==> config.mk <==
export PLATFORM = sky130hd
export DESIGN_NAME = fpe_twiddle
export DESIGN_NICKNAME = d
export VERILOG_FILES = /design/src/hdl/fundamental_phasor_estimator_unit_assert.svh /design/src/hdl/fpe_pkg.sv /design/src/hdl/fpe_twiddle.sv
export SDC_FILE = /design/constraint.sdc
export NUM_CORES = 1
export LEC_CHECK = 0
export ABC_AREA = 1
export BUFFER_PORTS_ARGS = -buffer_cell sky130_fd_sc_hd__buf_2
export CORE_MARGIN = 2
export CORE_UTILIZATION = 39
export DETAILED_ROUTE_END_ITERATION = 10
export GPL_ROUTABILITY_DRIVEN = 0
export SLEW_MARGIN = 30
export SYNTH_ARGS = -nofsm -noshare
export SYNTH_HDL_FRONTEND = slang
export SYNTH_SLANG_ARGS = --single-unit
export TNS_END_PERCENT = 30
==> constraint.sdc <==
create_clock -name clk_i -period 4.7 [get_ports clk_i]
set_input_delay 0 -clock clk_i [delete_from_list [all_inputs] [get_ports clk_i]]
set_output_delay 0 -clock clk_i [all_outputs]
set_load 0.005 [all_outputs]
==> src/hdl/fundamental_phasor_estimator_unit_assert.svh <==
// Assertion macros for the fundamental phasor estimator.
`ifndef FUNDAMENTAL_PHASOR_ESTIMATOR_UNIT_ASSERT_SVH
`define FUNDAMENTAL_PHASOR_ESTIMATOR_UNIT_ASSERT_SVH
`ifndef NO_ASSERTIONS
`define FPE_ASSERT(label, clk, rst_n, prop, msg) \
  label: assert property (@(posedge clk) disable iff (!rst_n) prop) else $error(msg);
`define FPE_ASSERT_NEVER(label, clk, rst_n, cond, msg) \
  label: assert property (@(posedge clk) disable iff (!rst_n) !(cond)) else $error(msg);
`else
`define FPE_ASSERT(label, clk, rst_n, prop, msg)
`define FPE_ASSERT_NEVER(label, clk, rst_n, cond, msg)
`endif
`endif

==> src/hdl/fpe_pkg.sv <==
// Shared types, constants and tables of the fundamental phasor estimator.
package fpe_pkg;

  localparam int MaxChannels     = 8;
  localparam int MaxCycleSamples = 256;
  localparam int TwiddleDepth    = 1024;
  localparam int CordicSteps     = 30;
  localparam int ChW             = $clog2(MaxChannels);
  localparam int SumW            = 56;
  localparam int TwW             = 17;

  localparam logic [1:0] RegSamplesPerCycle = 2'd0;
  localparam logic [1:0] RegChannelsInUse   = 2'd1;
  localparam logic [1:0] RegWindowMode      = 2'd2;

  localparam logic ActSample = 1'b0;
  localparam logic ActClear  = 1'b1;

  localparam logic [39:0] MagMax      = 40'hFF_FFFF_FFFF;
  localparam logic signed [33:0] CordicGain = 34'sd652032874;
  localparam logic signed [15:0] DegHalf = 16'sd23040;

  typedef struct packed {
    logic        action;
    logic [3:0]  channels_present;
    logic signed [31:0] sample_0;
    logic signed [31:0] sample_1;
    logic signed [31:0] sample_2;
    logic signed [31:0] sample_3;
    logic signed [31:0] sample_4;
    logic signed [31:0] sample_5;
    logic signed [31:0] sample_6;
    logic signed [31:0] sample_7;
    logic [63:0] timestamp;
  } in_req_t;

  typedef struct packed {
    logic [2:0]  channel;
    logic [39:0] magnitude;
    logic signed [15:0] angle;
    logic [63:0] window_time;
    logic [31:0] window_count;
    logic        last;
  } out_req_t;

  function automatic logic [31:0] arc(input logic [4:0] i);
    logic [31:0] r;
    case (i)
      5'd0: r = 32'd536870912;  5'd1: r = 32'd316933406;
      5'd2: r = 32'd167458907;  5'd3: r = 32'd85004756;
      5'd4: r = 32'd42667331;   5'd5: r = 32'd21354465;
      5'd6: r = 32'd10679838;   5'd7: r = 32'd5340245;
      5'd8: r = 32'd2670163;    5'd9: r = 32'd1335087;
      5'd10: r = 32'd667544;    5'd11: r = 32'd333772;
      5'd12: r = 32'd166886;    5'd13: r = 32'd83443;
      5'd14: r = 32'd41722;     5'd15: r = 32'd20861;
      5'd16: r = 32'd10430;     5'd17: r = 32'd5215;
      5'd18: r = 32'd2608;      5'd19: r = 32'd1304;
      5'd20: r = 32'd652;       5'd21: r = 32'd326;
      5'd22: r = 32'd163;       5'd23: r = 32'd81;
      5'd24: r = 32'd41;        5'd25: r = 32'd20;
      5'd26: r = 32'd10;        5'd27: r = 32'd5;
      5'd28: r = 32'd3;         5'd29: r = 32'd1;
      default: r = 32'd0;
    endcase
    return r;
  endfunction

endpackage

==> src/hdl/fpe_twiddle.sv <==
// Iterative rotation CORDIC that yields the Q1.15 cosine and sine of a phase.
module fpe_twiddle import fpe_pkg::*; (
  input  logic clk_i,
  input  logic rst_ni,
  input  logic start_i,
  input  logic [31:0] angle_i,
  output logic done_o,
  output logic signed [TwW-1:0] cos_o,
  output logic signed [TwW-1:0] sin_o
);

  logic busy_q, busy_d;
  logic [4:0] step_q, step_d;
  logic [1:0] quad_q, quad_d;
  logic signed [33:0] x_q, x_d, y_q, y_d, z_q, z_d;
  logic signed [33:0] cx, sy, rc, rs;
  logic last_step;

  assign last_step = busy_q && (step_q == 5'(CordicSteps - 1));

  always_comb begin
    busy_d = busy_q;
    step_d = step_q;
    quad_d = quad_q;
    x_d = x_q;
    y_d = y_q;
    z_d = z_q;
    if (start_i) begin
      busy_d = 1'b1;
      step_d = '0;
      quad_d = angle_i[31:30];
      x_d = CordicGain;
      y_d = '0;
      z_d = {4'd0, angle_i[29:0]};
    end else if (busy_q) begin
      if (!z_q[33]) begin
        x_d = x_q - (y_q >>> step_q);
        y_d = y_q + (x_q >>> step_q);
        z_d = z_q - $signed({2'd0, arc(step_q)});
      end else begin
        x_d = x_q + (y_q >>> step_q);
        y_d = y_q - (x_q >>> step_q);
        z_d = z_q + $signed({2'd0, arc(step_q)});
      end
      step_d = step_q + 5'd1;
      if (last_step) busy_d = 1'b0;
    end
  end

  always_ff @(posedge clk_i or negedge rst_ni) begin
    if (!rst_ni) begin
      busy_q <= 1'b0;
      step_q <= '0;
    end else begin
      busy_q <= busy_d;
      step_q <= step_d;
    end
  end

  always_ff @(posedge clk_i) begin
    quad_q <= quad_d;
    x_q <= x_d;
    y_q <= y_d;
    z_q <= z_d;
  end

  always_comb begin
    case (quad_q)
      2'd0: begin cx = x_q;  sy = y_q;  end
      2'd1: begin cx = -y_q; sy = x_q;  end
      2'd2: begin cx = -x_q; sy = -y_q; end
      default: begin cx = y_q; sy = -x_q; end
    endcase
    rc = (cx + 34'sd16384) >>> 15;
    rs = (sy + 34'sd16384) >>> 15;
  end

  assign cos_o = rc[TwW-1:0];
  assign sin_o = rs[TwW-1:0];

  always_ff @(posedge clk_i or negedge rst_ni) begin
    if (!rst_ni) done_o <= 1'b0;
    else done_o <= last_step;
  end

endmodule

==> flow_summary_export.csv <==
group,metric,value,unit
timing,fin_worst_skew,0.01805,ns
global_routing,grt_pass1_wl,111200,microns
clock_tree,clk_latency,0.42,ns
timing,fin_crit,4.574,ns
logic_synthesis,syn-num-nets,3525,
logic_synthesis,synth-seq-cells,111,
placement,io_buffers,69,
timing,setup_viol,0,
global_routing,grt_pass1_vias,21280,
logic_synthesis,synth_top_flop_cell,"dfxtp_1",
run_status,status,"finished clean",
placement,dp_hpwl,56320,microns
logic_synthesis,synthDistinctLibCells,59,
floorplanning,start_util,39.54,%
layout,post-route-util,49.65,%
logic_synthesis,synth.avg_cell_area,5.595,sq um
timing,worstMarginPinSlew,0.9021,ns
routing,drt_iter0_drc,2522,
power,p_comb_share,85.5,%
layout,final_common_cell,"nand2_1",
floorplanning,die_w,224.0,microns
logic_synthesis,synth_enable_flop_cells,32,
power,clkPwrFrac,4.4,%
timing,rsz0062_at_grt,"true",
hold_path,hold_path.class,"input port to register",
clock_tree,cts_made_buffers,9,
timing,fmaxAchievable,0.2186,GHz
layout,fin_nets,3780,
critical_path,required,4.97,ns
layout,final_cell_mix,"984 x nand2_1, 392 x nand3_1, 332 x inv_1",
power,power.share.switching,54.90,%
logic_synthesis,synth_async_sr_flop_share,6.306,%
layout,syn2layout_area_growth,25.57,%
layout,drive_gt1_share,20.42,%
global_routing,grt_usage,27.68,%
floorplanning,dieHeight,224.0,microns
routing,ant_nets,0,
routing,route.detailed.drc,0,
layout,stdcell_count,4249,
clock_tree,clock_tree.root_cell,"clkbuf_16",
critical_path,cp-end-kind,"register",
logic_synthesis,synth_cells,3374,
clock_tree,path_clk_slew,0.09,ns
routing,finalWirelength,73830,microns
clock_tree,htree_levels,3,
layout,fill_cells,5049,
timing,drv_slew,0,
floorplanning,die_area,0.05018,sq mm
timing,finalCritPeriodShare,97.32,%
critical_path,start_kind,"register",
critical_path,cp_max_fo,10,
power,p_total,19.76,mW
floorplanning,num_rows,80,
timing,hold_viol,0,
timing,holdWs,0.1075,ns
floorplanning,ioPinCount,70,
critical_path,critPathKind,"register to register",
power,power.switching,10.85,mW
floorplanning,core_area,0.04775,sq mm
critical_path,worst-path-buf-inv,8,
layout,antenna_cells,0,
critical_path,cp_top_family,"simple AND/OR/NAND/NOR gates",
logic_synthesis,synth_seq_area_share,13.65,%
critical_path,r2r_slack,0.13,ns
timing,relSlewSlack,39.86,%
logic_synthesis,ys_warn_count,0,
routing,route.vias.total,23500,
power,seqPwrFrac,10.1,%
routing,via_per_inst,5.530,
power,cellPowerDensity,833.7,mW/mm^2
global_routing,grt_max_degree,69,
routing,wl_per_cell,17.37,microns
power,ir_worst_vdd,0.4292,mV
logic_synthesis,synth_area,0.01888,sq mm
flow_run,maxCapViolations,0,
power,cellLeakagePower,11.93,nW
critical_path,cp_slowest_stage_delay,0.56,ns
critical_path,slowest_stage,"dfrtp_2",
clock_tree,cts_tree,"built",
routing,dr.pass1.iters,8,
placement,post-place-cells,4147,
critical_path,critPathArrivalTime,4.84,ns
clock_tree,cts.sinks,111,
global_routing,antenna_found_initial,0,
clock_tree,ctsLongestPathBuffers,2,
power,p_int,8.913,mW
global_routing,grt_overflow,0,
## per-stage QoR
step / area (sq um) / setup WS (ns) / TNS (ns)
2_1_floorplan: 18880 / 0.2418 / 0
3_3_place_gp: 21050 / -0.1921 / -0.6087
3_5_place_dp: 21050 / -0.1954 / -1.127
4_1_cts: 21760 / -0.0002154 / -0.0002154
5_1_grt: 23700 / -0.3051 / -2.844
6_report: 23700 / 0.1259 / 0
## timing repair
| action | in CTS | in global routing |
|---|---|---|
| gates resized for setup | 16 | 350 |
| setup buffers | 3 | 37 |
| pin swaps | 4 | 96 |
| hold endpoints to repair | 39 | 0 |
| hold buffers | 34 | 0 |
| endpoints found under the setup margin | 17 | 52 |
| cloned | 0 | 12 |
## logic make-up after synthesis
logic type / synth area share [%]
simple gates: 44.72
compound gates: 15.91
buf+inv: 10.82
xor+xnor: 7.092
fa+ha+maj: 7.808
flops: 13.65
## sequential cells by signal, summed over array words and instances (netlist names)
name,count
done_o,1
z_q,34
busy_q,1
quad_q,2
x_q,34
y_q,34
step_q,5
## worst reg2reg max path, delay by kind of cell, from the launching register on
family,cells,cell delay [ns]
compound gates,5,0.66
xor+xnor,1,0.23
fa+ha+maj,2,0.41
buf+inv,8,1.03
flops,1,0.56
simple gates,13,1.53
## cell type report
cell class	count	area [sq um]	share of cell area, %
Sequential cell	111	2582	10.89
Timing Repair inverter	1	6.256	0.02639
Multi-Input combinational cell	2770	15660	66.08
Inverter	360	1366	5.764
Tap cell	615	769.5	3.246
Clock inverter	6	60.06	0.2534
Timing Repair Buffer	376	3017	12.73
Clock buffer	10	239.0	1.008
## metal layers
metal  vias up  global-route usage, %  share of wire [%]
li1      11650                      -                  -
met1     10620                  33.39                 40
met2       983                  48.06                 47
met3       243                  4.250                7.0
met4         0                  13.20                5.6
met5         -                      0                  0
## final timing paths
| check | to | start | depth (start not counted) |
|---|---|---|---|
| min in group asynchronous | done_o$_DFF_PN0_ | rst_ni | 3 |
| max | x_q[25]$_SDFFE_PP1P_ | step_q[0]$_DFFE_PN0P_ | 29 |
| min | quad_q[0]$_DFFE_PP_ | start_i | 2 |
| max reg2reg | x_q[25]$_SDFFE_PP1P_ | step_q[0]$_DFFE_PN0P_ | 29 |
| min reg2reg | z_q[31]$_SDFFE_PP0P_ | z_q[31]$_SDFFE_PP0P_ | 2 |
| max in group asynchronous | step_q[1]$_DFFE_PN0P_ | rst_ni | 3 |
## synth_stat cells, types with 14 or more instances
master	number	area share, %
nand2_1	1035	21
nand3_1	452	12
inv_1	345	6.9
nor2_1	324	6.4
a21oi_1	190	5.0
o21ai_0	165	4.4
ha_1	113	7.5
xor2_1	92	4.3
dfxtp_1	72	7.6
clkbuf_1	60	1.2
xnor2_1	59	2.7
buf_2	37	0.98
or2_2	35	1.2
a31oi_1	32	1.1
edfxtp_1	32	5.1
nand4_1	29	0.96
nor3_1	27	0.72
o211ai_1	25	0.99
o21ai_1	21	0.56
nor2_2	17	0.56
o22ai_1	17	0.56
buf_6	15	0.89
nand2_2	15	0.50
nor4_1	14	0.46
## power by group through the flow
stage | Combinational (mW) | Clock (mW) | Sequential, mW
after detailed placement | 14.5 | 0 | 1.96
after global placement | 14.5 | 0 | 1.97
after global routing | 18.7 | 0.915 | 2.01
final | 16.9 | 0.860 | 2.00
after CTS | 14.6 | 0.888 | 1.94
after floorplan | 9.95 | 0 | 1.79
(Power assumes the default switching activity.)
